File: src/assert_macros.svh
// assertion macros shared by the windowed deviation block
// no dependencies; clock clk_i and active-low reset rst_ni are assumed in scope
`ifndef ASSERT_MACROS_SVH
`define ASSERT_MACROS_SVH

// same-cycle implication
`define WSS_ASSERT_NOW(lbl, ante, cons) \
  lbl: assert property (@(posedge clk_i) disable iff (!rst_ni) (ante) |-> (cons)) \
    else $error("assertion failed");

// next-cycle implication
`define WSS_ASSERT_NEXT(lbl, ante, cons) \
  lbl: assert property (@(posedge clk_i) disable iff (!rst_ni) (ante) |=> (cons)) \
    else $error("assertion failed");

`endif

File: src/wss_pkg.sv
// shared types and constants for the windowed deviation block
// no dependencies
`timescale 1ns / 1ps
`default_nettype none

package wss_pkg;

  localparam int unsigned WINDOW_DEFAULT = 16;

  localparam logic [15:0]        MAX_DEV_RESET    = 16'd100;
  localparam logic signed [15:0] DRAW_LIMIT_RESET = 16'sd0;

  // configuration register indexes
  localparam int unsigned CFG_IDX_W         = 1;
  localparam logic [CFG_IDX_W-1:0] REG_MAX_DEVIATION = 1'b0;
  localparam logic [CFG_IDX_W-1:0] REG_DRAW_LIMIT    = 1'b1;

  typedef enum logic [8:0] {
    ST_IDLE = 9'b000000001,
    ST_UPD  = 9'b000000010,
    ST_ACC  = 9'b000000100,
    ST_MUL  = 9'b000001000,
    ST_SUB  = 9'b000010000,
    ST_SQRT = 9'b000100000,
    ST_MULR = 9'b001000000,
    ST_DIVQ = 9'b010000000,
    ST_FIN  = 9'b100000000
  } state_e;

  typedef struct packed {
    logic load;
    logic upd;
    logic acc;
    logic mul;
    logic sub;
    logic sqrt;
    logic mulr;
    logic divq;
    logic fin;
  } cmd_t;

  typedef struct packed {
    logic sqrt_last;
    logic out_busy;
  } status_t;

endpackage

`default_nettype wire

File: src/wss_ring.sv
// sample ring: one write and one registered read of the overwritten slot per word
// uses no package items; slot 0 is also held in a register of its own
`timescale 1ns / 1ps
`default_nettype none

module wss_ring #(
  parameter int unsigned WINDOW = 16
) (
  input  wire logic               clk_i,
  input  wire logic               rst_ni,
  input  wire logic               wr_en_i,
  input  wire logic signed [15:0] wr_data_i,
  output logic signed [15:0]      old_o,
  output logic signed [15:0]      slot0_o
);

  localparam int unsigned SLOT_W = (WINDOW > 1) ? $clog2(WINDOW) : 1;

  logic signed [15:0] mem_q [WINDOW];
  logic signed [15:0] rd_q;
  logic               rd_valid_q;
  logic [WINDOW-1:0]  valid_q;
  logic [SLOT_W-1:0]  slot_q, slot_d;
  logic signed [15:0] slot0_q;

  assign slot_d = (slot_q == SLOT_W'(WINDOW - 1)) ? '0 : slot_q + SLOT_W'(1);

  // read-before-write on the same slot gives the oldest sample
  always_ff @(posedge clk_i) begin
    if (wr_en_i) begin
      mem_q[slot_q] <= wr_data_i;
      rd_q          <= mem_q[slot_q];
    end
  end

  always_ff @(posedge clk_i or negedge rst_ni) begin
    if (!rst_ni) begin
      slot_q     <= '0;
      valid_q    <= '0;
      rd_valid_q <= 1'b0;
      slot0_q    <= '0;
    end else if (wr_en_i) begin
      slot_q          <= slot_d;
      valid_q[slot_q] <= 1'b1;
      rd_valid_q      <= valid_q[slot_q];
      if (slot_q == '0) begin
        slot0_q <= wr_data_i;
      end
    end
  end

  // a slot never written reads as zero
  assign old_o   = rd_valid_q ? rd_q : '0;
  assign slot0_o = slot0_q;

endmodule

`default_nettype wire

File: src/wss_dp.sv
// datapath: running sums, variance numerator, bit-serial root, divide by window,
// stability compare, config registers and result register; uses wss_pkg, wss_ring
`timescale 1ns / 1ps
`default_nettype none
`include "assert_macros.svh"

module wss_dp #(
  parameter int unsigned WINDOW = wss_pkg::WINDOW_DEFAULT
) (
  input  wire logic                          clk_i,
  input  wire logic                          rst_ni,
  input  wire wss_pkg::cmd_t                 cmd_i,
  output wss_pkg::status_t                   status_o,
  input  wire logic signed [15:0]            current_sample_i,
  input  wire logic                          cfg_valid_i,
  input  wire logic [wss_pkg::CFG_IDX_W-1:0] cfg_index_i,
  input  wire logic [15:0]                   cfg_data_i,
  output logic                               out_valid_o,
  input  wire logic                          out_stall_i,
  output logic [15:0]                        std_dev_o,
  output logic                               stable_o
);

  localparam int unsigned WB     = $clog2(WINDOW + 1);
  localparam int unsigned SUM_W  = 16 + $clog2(WINDOW);
  localparam int unsigned SQ_W   = 31 + $clog2(WINDOW);
  localparam int unsigned NUM_W  = SQ_W + WB;
  localparam int unsigned ROOT_W = (NUM_W + 1) / 2;
  localparam int unsigned RAD_W  = 2 * ROOT_W;
  localparam int unsigned CNT_W  = $clog2(ROOT_W);
  // floor(2^ROOT_W / WINDOW); quotient estimate is at most one low
  localparam logic [ROOT_W-1:0] RECIP = ROOT_W'((64'd1 << ROOT_W) / WINDOW);

  // config
  logic [15:0]        max_dev_q;
  logic signed [15:0] draw_limit_q;

  // ring
  logic signed [15:0] old_w;
  logic signed [15:0] slot0_w;

  // sums
  logic signed [15:0]      sample_q;
  logic signed [SUM_W-1:0] sum_q;
  logic [30:0]             sq_new_q, sq_old_q;
  logic [SQ_W-1:0]         sumsq_q;
  logic [NUM_W-1:0]        wsq_q, sum2_q;
  logic signed [31:0]      sq_new_full, sq_old_full;
  logic signed [2*SUM_W-1:0] sum2_full;

  // root
  logic [RAD_W-1:0]  rad_q;
  logic [ROOT_W:0]   rem_q, rem_d;
  logic [ROOT_W-1:0] root_q;
  logic [CNT_W-1:0]  cnt_q;
  logic [ROOT_W+2:0] trial_a, trial_b;
  logic              trial_ge;

  // divide
  logic [RAD_W-1:0]  prod_q;
  logic [ROOT_W-1:0] qest_w, qest_q, back_q, div_rem;
  logic [ROOT_W-1:0] dev_full;
  logic [15:0]       dev_w;
  logic [16:0]       limit_w;
  logic              stable_w;

  // result
  logic        out_valid_q;
  logic [15:0] std_dev_q;
  logic        stable_q;
  logic        gap_q;

  wss_ring #(
    .WINDOW (WINDOW)
  ) u_ring (
    .clk_i     (clk_i),
    .rst_ni    (rst_ni),
    .wr_en_i   (cmd_i.load),
    .wr_data_i (current_sample_i),
    .old_o     (old_w),
    .slot0_o   (slot0_w)
  );

  always_ff @(posedge clk_i or negedge rst_ni) begin
    if (!rst_ni) begin
      max_dev_q    <= wss_pkg::MAX_DEV_RESET;
      draw_limit_q <= wss_pkg::DRAW_LIMIT_RESET;
    end else if (cfg_valid_i) begin
      unique case (cfg_index_i)
        wss_pkg::REG_MAX_DEVIATION: max_dev_q    <= cfg_data_i;
        wss_pkg::REG_DRAW_LIMIT:    draw_limit_q <= signed'(cfg_data_i);
      endcase
    end
  end

  assign sq_new_full = sample_q * sample_q;
  assign sq_old_full = old_w * old_w;
  assign sum2_full   = sum_q * sum_q;

  // one root bit a cycle, two radicand bits brought down each step
  assign trial_a  = {rem_q, rad_q[RAD_W-1 -: 2]};
  assign trial_b  = {1'b0, root_q, 2'b01};
  assign trial_ge = (trial_a >= trial_b);
  assign rem_d    = trial_ge ? (ROOT_W+1)'(trial_a - trial_b) : (ROOT_W+1)'(trial_a);

  assign qest_w   = prod_q[RAD_W-1:ROOT_W];
  assign div_rem  = root_q - back_q;
  assign dev_full = (div_rem >= ROOT_W'(WINDOW)) ? qest_q + ROOT_W'(1) : qest_q;
  assign dev_w    = (|dev_full[ROOT_W-1:16]) ? 16'hFFFF : dev_full[15:0];
  assign limit_w  = {1'b0, max_dev_q} + (gap_q ? {1'b0, max_dev_q} : 17'd0);
  assign stable_w = ({1'b0, dev_w} <= limit_w) && (slot0_w < draw_limit_q);

  // payload registers
  always_ff @(posedge clk_i) begin
    if (cmd_i.load) begin
      sample_q <= current_sample_i;
    end
    if (cmd_i.upd) begin
      sq_new_q <= 31'(sq_new_full);
      sq_old_q <= 31'(sq_old_full);
    end
    if (cmd_i.mul) begin
      wsq_q  <= NUM_W'(sumsq_q) * NUM_W'(WINDOW);
      sum2_q <= NUM_W'(sum2_full);
    end
    if (cmd_i.sub) begin
      rad_q  <= (wsq_q >= sum2_q) ? RAD_W'(wsq_q - sum2_q) : '0;
      rem_q  <= '0;
      root_q <= '0;
    end else if (cmd_i.sqrt) begin
      rad_q  <= {rad_q[RAD_W-3:0], 2'b00};
      rem_q  <= rem_d;
      root_q <= {root_q[ROOT_W-2:0], trial_ge};
    end
    if (cmd_i.mulr) begin
      prod_q <= RAD_W'(root_q) * RAD_W'(RECIP);
    end
    if (cmd_i.divq) begin
      qest_q <= qest_w;
      back_q <= ROOT_W'(qest_w * ROOT_W'(WINDOW));
    end
    if (cmd_i.fin) begin
      std_dev_q <= dev_w;
      stable_q  <= stable_w;
    end
  end

  always_ff @(posedge clk_i or negedge rst_ni) begin
    if (!rst_ni) begin
      sum_q       <= '0;
      sumsq_q     <= '0;
      cnt_q       <= '0;
      gap_q       <= 1'b0;
      out_valid_q <= 1'b0;
    end else begin
      if (cmd_i.upd) begin
        sum_q <= sum_q + SUM_W'(sample_q) - SUM_W'(old_w);
      end
      if (cmd_i.acc) begin
        sumsq_q <= sumsq_q + SQ_W'(sq_new_q) - SQ_W'(sq_old_q);
      end
      if (cmd_i.sub) begin
        cnt_q <= '0;
      end else if (cmd_i.sqrt) begin
        cnt_q <= cnt_q + CNT_W'(1);
      end
      if (cmd_i.fin) begin
        gap_q       <= stable_w;
        out_valid_q <= 1'b1;
      end else if (!out_stall_i) begin
        out_valid_q <= 1'b0;
      end
    end
  end

  assign status_o.sqrt_last = (cnt_q == CNT_W'(ROOT_W - 1));
  assign status_o.out_busy  = out_valid_q && out_stall_i;

  assign out_valid_o = out_valid_q;
  assign std_dev_o   = std_dev_q;
  assign stable_o    = stable_q;

  `WSS_ASSERT_NOW(a_no_overwrite, cmd_i.fin, !(out_valid_q && out_stall_i))
  `WSS_ASSERT_NOW(a_root_rem_bound, cmd_i.sqrt, {1'b0, rem_q} <= {root_q, 1'b0})

endmodule

`default_nettype wire

File: src/wss_ctrl.sv
// controller: one-hot sequencer that steps the datapath through one word
// uses wss_pkg for states, commands and status
`timescale 1ns / 1ps
`default_nettype none
`include "assert_macros.svh"

module wss_ctrl (
  input  wire logic             clk_i,
  input  wire logic             rst_ni,
  input  wire logic             in_valid_i,
  output logic                  in_stall_o,
  input  wire wss_pkg::status_t status_i,
  output wss_pkg::cmd_t         cmd_o
);

  wss_pkg::state_e state_q, state_d;
  logic            accept;

  assign in_stall_o = (state_q != wss_pkg::ST_IDLE);
  assign accept     = in_valid_i && (state_q == wss_pkg::ST_IDLE);

  always_comb begin
    state_d = state_q;
    cmd_o   = '0;
    unique case (state_q)
      wss_pkg::ST_IDLE: begin
        if (accept) begin
          cmd_o.load = 1'b1;
          state_d    = wss_pkg::ST_UPD;
        end
      end
      wss_pkg::ST_UPD: begin
        cmd_o.upd = 1'b1;
        state_d   = wss_pkg::ST_ACC;
      end
      wss_pkg::ST_ACC: begin
        cmd_o.acc = 1'b1;
        state_d   = wss_pkg::ST_MUL;
      end
      wss_pkg::ST_MUL: begin
        cmd_o.mul = 1'b1;
        state_d   = wss_pkg::ST_SUB;
      end
      wss_pkg::ST_SUB: begin
        cmd_o.sub = 1'b1;
        state_d   = wss_pkg::ST_SQRT;
      end
      wss_pkg::ST_SQRT: begin
        cmd_o.sqrt = 1'b1;
        if (status_i.sqrt_last) begin
          state_d = wss_pkg::ST_MULR;
        end
      end
      wss_pkg::ST_MULR: begin
        cmd_o.mulr = 1'b1;
        state_d    = wss_pkg::ST_DIVQ;
      end
      wss_pkg::ST_DIVQ: begin
        cmd_o.divq = 1'b1;
        state_d    = wss_pkg::ST_FIN;
      end
      wss_pkg::ST_FIN: begin
        // hold the result until the output register is free
        if (!status_i.out_busy) begin
          cmd_o.fin = 1'b1;
          state_d   = wss_pkg::ST_IDLE;
        end
      end
      default: begin
        state_d = wss_pkg::ST_IDLE;
      end
    endcase
  end

  always_ff @(posedge clk_i or negedge rst_ni) begin
    if (!rst_ni) begin
      state_q <= wss_pkg::ST_IDLE;
    end else begin
      state_q <= state_d;
    end
  end

  `WSS_ASSERT_NEXT(a_accept_to_upd, in_valid_i && !in_stall_o, state_q == wss_pkg::ST_UPD)
  `WSS_ASSERT_NEXT(a_sqrt_runs, state_q == wss_pkg::ST_SQRT && !status_i.sqrt_last,
                   state_q == wss_pkg::ST_SQRT)
  `WSS_ASSERT_NEXT(a_fin_waits, state_q == wss_pkg::ST_FIN && status_i.out_busy,
                   state_q == wss_pkg::ST_FIN)

endmodule

`default_nettype wire

File: src/windowed_stddev_stability_top.sv
// flow: an accepted word steps through UPD, ACC, MUL, SUB, SQRT, MULR, DIVQ and FIN;
// SQRT resolves one root bit per cycle for ROOT_W bits, ROOT_W being half the variance
// numerator width, rounded up (20 for a window of 16); FIN waits while the output is held
// and registers the result; a new word is taken only once the block is back in IDLE
// reset: asynchronous, active low; ring slots read as zero at once, no clearing pass
// top level: joins controller and datapath; uses wss_pkg, wss_ctrl, wss_dp
`timescale 1ns / 1ps
`default_nettype none

module windowed_stddev_stability_top #(
  parameter int unsigned WINDOW = wss_pkg::WINDOW_DEFAULT
) (
  input  wire logic                          clk_i,
  input  wire logic                          rst_ni,
  input  wire logic                          in_valid_i,
  output logic                               in_stall_o,
  input  wire logic signed [15:0]            current_sample_i,
  output logic                               out_valid_o,
  input  wire logic                          out_stall_i,
  output logic [15:0]                        std_dev_o,
  output logic                               stable_o,
  input  wire logic                          cfg_valid_i,
  output logic                               cfg_ready_o,
  input  wire logic [wss_pkg::CFG_IDX_W-1:0] cfg_index_i,
  input  wire logic [15:0]                   cfg_data_i
);

  wss_pkg::cmd_t    cmd;
  wss_pkg::status_t status;

  // register writes are always accepted and registered directly
  assign cfg_ready_o = 1'b1;

  wss_ctrl u_ctrl (
    .clk_i      (clk_i),
    .rst_ni     (rst_ni),
    .in_valid_i (in_valid_i),
    .in_stall_o (in_stall_o),
    .status_i   (status),
    .cmd_o      (cmd)
  );

  wss_dp #(
    .WINDOW (WINDOW)
  ) u_dp (
    .clk_i            (clk_i),
    .rst_ni           (rst_ni),
    .cmd_i            (cmd),
    .status_o         (status),
    .current_sample_i (current_sample_i),
    .cfg_valid_i      (cfg_valid_i),
    .cfg_index_i      (cfg_index_i),
    .cfg_data_i       (cfg_data_i),
    .out_valid_o      (out_valid_o),
    .out_stall_i      (out_stall_i),
    .std_dev_o        (std_dev_o),
    .stable_o         (stable_o)
  );

endmodule

`default_nettype wire

File: config.mk
export PLATFORM = sky130hd
export DESIGN_NAME = windowed_stddev_stability_top
export DESIGN_NICKNAME = d
export VERILOG_FILES = /design/src/wss_pkg.sv /design/src/wss_ring.sv /design/src/wss_dp.sv /design/src/wss_ctrl.sv /design/src/windowed_stddev_stability_top.sv
export VERILOG_INCLUDE_DIRS = /design/src /design/src/src
export SDC_FILE = /design/constraint.sdc
export NUM_CORES = 2
export LEC_CHECK = 0
export BUFFER_PORTS_ARGS = -buffer_cell sky130_fd_sc_hd__clkbuf_2
export CORE_UTILIZATION = 50
export CTS_BUF_LIST = sky130_fd_sc_hd__clkbuf_4
export DETAILED_ROUTE_END_ITERATION = 6
export HOLD_SLACK_MARGIN = 0.1
export PLACE_DENSITY = 0.66
export RECOVER_POWER = 100
export SYNTH_ARGS = -nofsm -noshare
export SYNTH_HDL_FRONTEND = slang
export SYNTH_SLANG_ARGS = --single-unit
File: constraint.sdc
create_clock -name clk_i -period 10.4 [get_ports clk_i]
set_input_delay 1.04 -clock clk_i [delete_from_list [all_inputs] [get_ports clk_i]]
set_output_delay 1.04 -clock clk_i [all_outputs]
set_load 0.05 [all_outputs]
==> results_dict.tcl <==
set metrics [dict create \
    via_per_inst 5.348 \
    start_kind "flip-flop" \
    crit_path_end_kind "flip-flop" \
    fmax_mhz 114.6 \
    final_cell_area_um2 68800 \
    synthCells 5881 \
    grt_max_degree 87 \
    status "finished, violations left" \
    relSlewSlack_pct -233.1 \
    worstHoldPathType "reg -> reg" \
    ys_warn_count 0 \
    worst_path_largest_cell_delay_ps 1650 \
    setup_ws_ps 1674 \
    cts.sink_count 691 \
    ys.flop_type "edfxtp_1" \
    critPathMostFrequentCell "fa_1" \
    hold_viol_final 0 \
    worstSetupPathType "reg -> reg" \
    grt_usage_pct 23.95 \
    numCtsBuffers 183 \
    drive_above_1_share_pct 8.309 \
    mappedNetlistArea_um2 64220 \
    cpLargestDelayFamily "adder cells" \
    rsz0062_at_grt "no" \
    cp.required_ps 11400 \
    area_growth_pct 7.134 \
    syn_nets 7253 \
    hpwlAfterDp_mm 119.2 \
    ys_seq_elements 691 \
    fin_setup_tns_ps 0 \
    clk_pin_slew_ps 80 \
    grt_pass1_vias 44014 \
    ys_types 102 \
    die_x_um 360.4 \
    cts_tree "done" \
    final-max-slew-violation-count 732 \
    clk_latency_ps 1230 \
    preCtsSetupSlack_ps 2377 \
    vias 42018 \
    portBuffers 56 \
    synth-edff-count 510 \
    avgSynthCellArea_um2 10.92 \
    cp_slowest_cell "dfrtp_1" \
    ant_nets 0 \
    postCtsSetupRepairBufs 0 \
    cts_root_buf "clkbuf_4" \
    path_max_fanout 77 \
    cts_buffer_depth 3 \
    fp-row-count 131 \
    dr.first_iter.drc_count 2958 \
    die_area_um2 129900 \
    dpl_cell_area_um2 66380 \
    grt_pass1_wl_mm 241.8 \
    cp.arrival_ps 9730 \
    wirelength_mm 152.2 \
    setup_viol 0 \
    crit_chain "and2_0, nand2_1, fa_1, inv_1, fa_1, inv_1, fa_1, inv_1, fa_1, inv_1, fa_1, inv_1, fa_1, ha_1, a21o_1, a21o_1, a221oi_1, o31a_2, o31ai_1, a41o_1, o41a_1, a211o_1, a21oi_1, xnor2_1" \
    fin_skew_ps 111.5 \
    violations "design-rule violations, max-capacitance violations, max-slew violations" \
    nFillCells 11217 \
    overflow 0 \
    wl_per_cell_um 19.37 \
    die_y_um 360.4 \
    tightest_slew_ps 4997 \
    num-nets-final 7400 \
    initial_utilization_pct 50.36 \
    async_flop_share_pct 20.26 \
    yosysSeqAreaShare_pct 30.59 \
    h-tree-depth 4 \
    finalCriticalPeriod_ps 8726 \
    antenna_found_initial 9 \
    num_io_pins 58 \
    cap_violations 14 \
    drc 2 \
    globalplace.congestion 0.9158 \
    core_area_um2 127500 \
    cp_num_buf_inv 5 \
    drt_pass1_iterations 7 \
    period_share_pct 83.91 \
]
[final cells by class]
| type | count | area, um2 | area share [%] |
|---|---|---|---|
| inverters | 1373 | 5154 | 7.490 |
| clock buffers | 260 | 1952 | 2.837 |
| diodes | 9 | 22.52 | 0.03273 |
| multi-input cells | 3656 | 38740 | 56.30 |
| repair buffers | 123 | 651.9 | 0.9474 |
| flip-flops and latches | 691 | 19650 | 28.56 |
| clock inverters | 83 | 561.8 | 0.8165 |
| well taps | 1662 | 2079 | 3.022 |
[flip-flops by register name, indices dropped and copies added (netlist names), 21 cells and up]
name,flops
u_dp.wsq_q,35
u_dp.sq_old_q,30
u_dp.u_ring.mem_q,256
u_dp.sq_new_q,30
u_dp.sum2_q,39
u_dp.rem_q,21
u_dp.sumsq_q,35
u_dp.rad_q,39
[final timing paths]
path / startpoint / end / slack [ps] / depth (start not counted)
min in group asynchronous: rst_ni / u_dp.draw_limit_q[15]$_DFFE_PN0P_ / 2240 / 2
min: u_dp.prod_q[27]$_DFFE_PP_ / u_dp.qest_q[7]$_DFFE_PP_ / 370 / 0
max in group asynchronous: rst_ni / u_dp.sum_q[9]$_DFFE_PN0P_ / 3130 / 3
min reg2reg: u_dp.prod_q[27]$_DFFE_PP_ / u_dp.qest_q[7]$_DFFE_PP_ / 370 / 0
max: u_dp.u_ring.rd_valid_q$_DFFE_PN0P_ / u_dp.sq_old_q[29]$_DFFE_PP_ / 1670 / 24
max reg2reg: u_dp.u_ring.rd_valid_q$_DFFE_PN0P_ / u_dp.sq_old_q[29]$_DFFE_PP_ / 1670 / 24
[synthesized netlist by cell type (87+ instances only)]
master | n | share of area (%)
fa_1 | 896 | 28
a21oi_1 | 169 | 1.3
xor2_1 | 87 | 1.2
nand2_1 | 468 | 2.7
xnor2_1 | 153 | 2.1
inv_1 | 1358 | 7.9
ha_1 | 438 | 8.5
nor2_1 | 259 | 1.5
o21ai_0 | 139 | 1.1
dfrtp_1 | 136 | 5.3
a21o_1 | 95 | 1.1
edfxtp_1 | 510 | 24
clkbuf_1 | 137 | 0.80
[layout by cell type (no fill, tap or decap), types with 30 or more instances in the layout]
cell type     n
inv_1      1360
fa_1        896
edfxtp_1    510
nand2_1     468
ha_1        438
clkbuf_4    260
nor2_1      256
a21oi_1     170
xnor2_1     153
o21ai_0     141
dfrtp_1     135
a21o_1       95
xor2_1       87
mux4_2       85
and3_1       81
clkbuf_1     79
and2_1       71
nand3_1      69
clkinv_1     65
nor3_1       53
o21a_1       49
dfxtp_1      41
nor2b_1      39
nand2b_1     37
mux2_2       37
a22o_1       35
or2_2        34
mux2i_1      30
[worst reg2reg max path: cells and delay by family (launching register included)]
kind                     cells  cell delay [ps]
AO/OA/AOI/OAI                9             2110
XOR/XNOR                     1               90
adder cells (fa/ha/maj)      7             3400
buffers and inverters        5              260
flip-flops                   1             1650
AND/OR/NAND/NOR              2             1060
[cells by family after synthesis]
family          after synthesis  share of synthesized area, %
xor+xnor                    240                         3.273
other cells                   1                      0.005839
simple gates               1209                         8.874
flops                       691                         30.59
compound gates              714                         7.551
fa+ha+maj                  1334                         36.46
buf+inv                    1534                         9.026
mux                         158                         4.220
[per-stage QoR]
step | std cells | hold WS (ps) | utilization, %
6_report | 7857 | 373.8 | 53.96
5_1_grt | 7854 | 347.1 | 53.95
4_1_cts | 7848 | 157.1 | 54.18
3_5_place_dp | 7486 | 406.3 | 52.06
3_3_place_gp | 7486 | 401.1 | 52.06
2_1_floorplan | 5881 | 400.3 | -
[metal layers]
layer | share of wire (%) | global-route usage, %
met1 | 44 | 33.11
met2 | 47 | 38.39
met3 | 5.9 | 4.115
met4 | 2.9 | 8.068
met5 | 0.039 | 0
[timing repair]
action | CTS | global route
hold buffers | 19 | 0
resized for setup | 0 | 0
endpoints found under the hold margin | 115 | 0
Power is left out: the tool's default activity adds up to more than one toggle a clock period on the data nets, which glitch-free logic cannot reach.
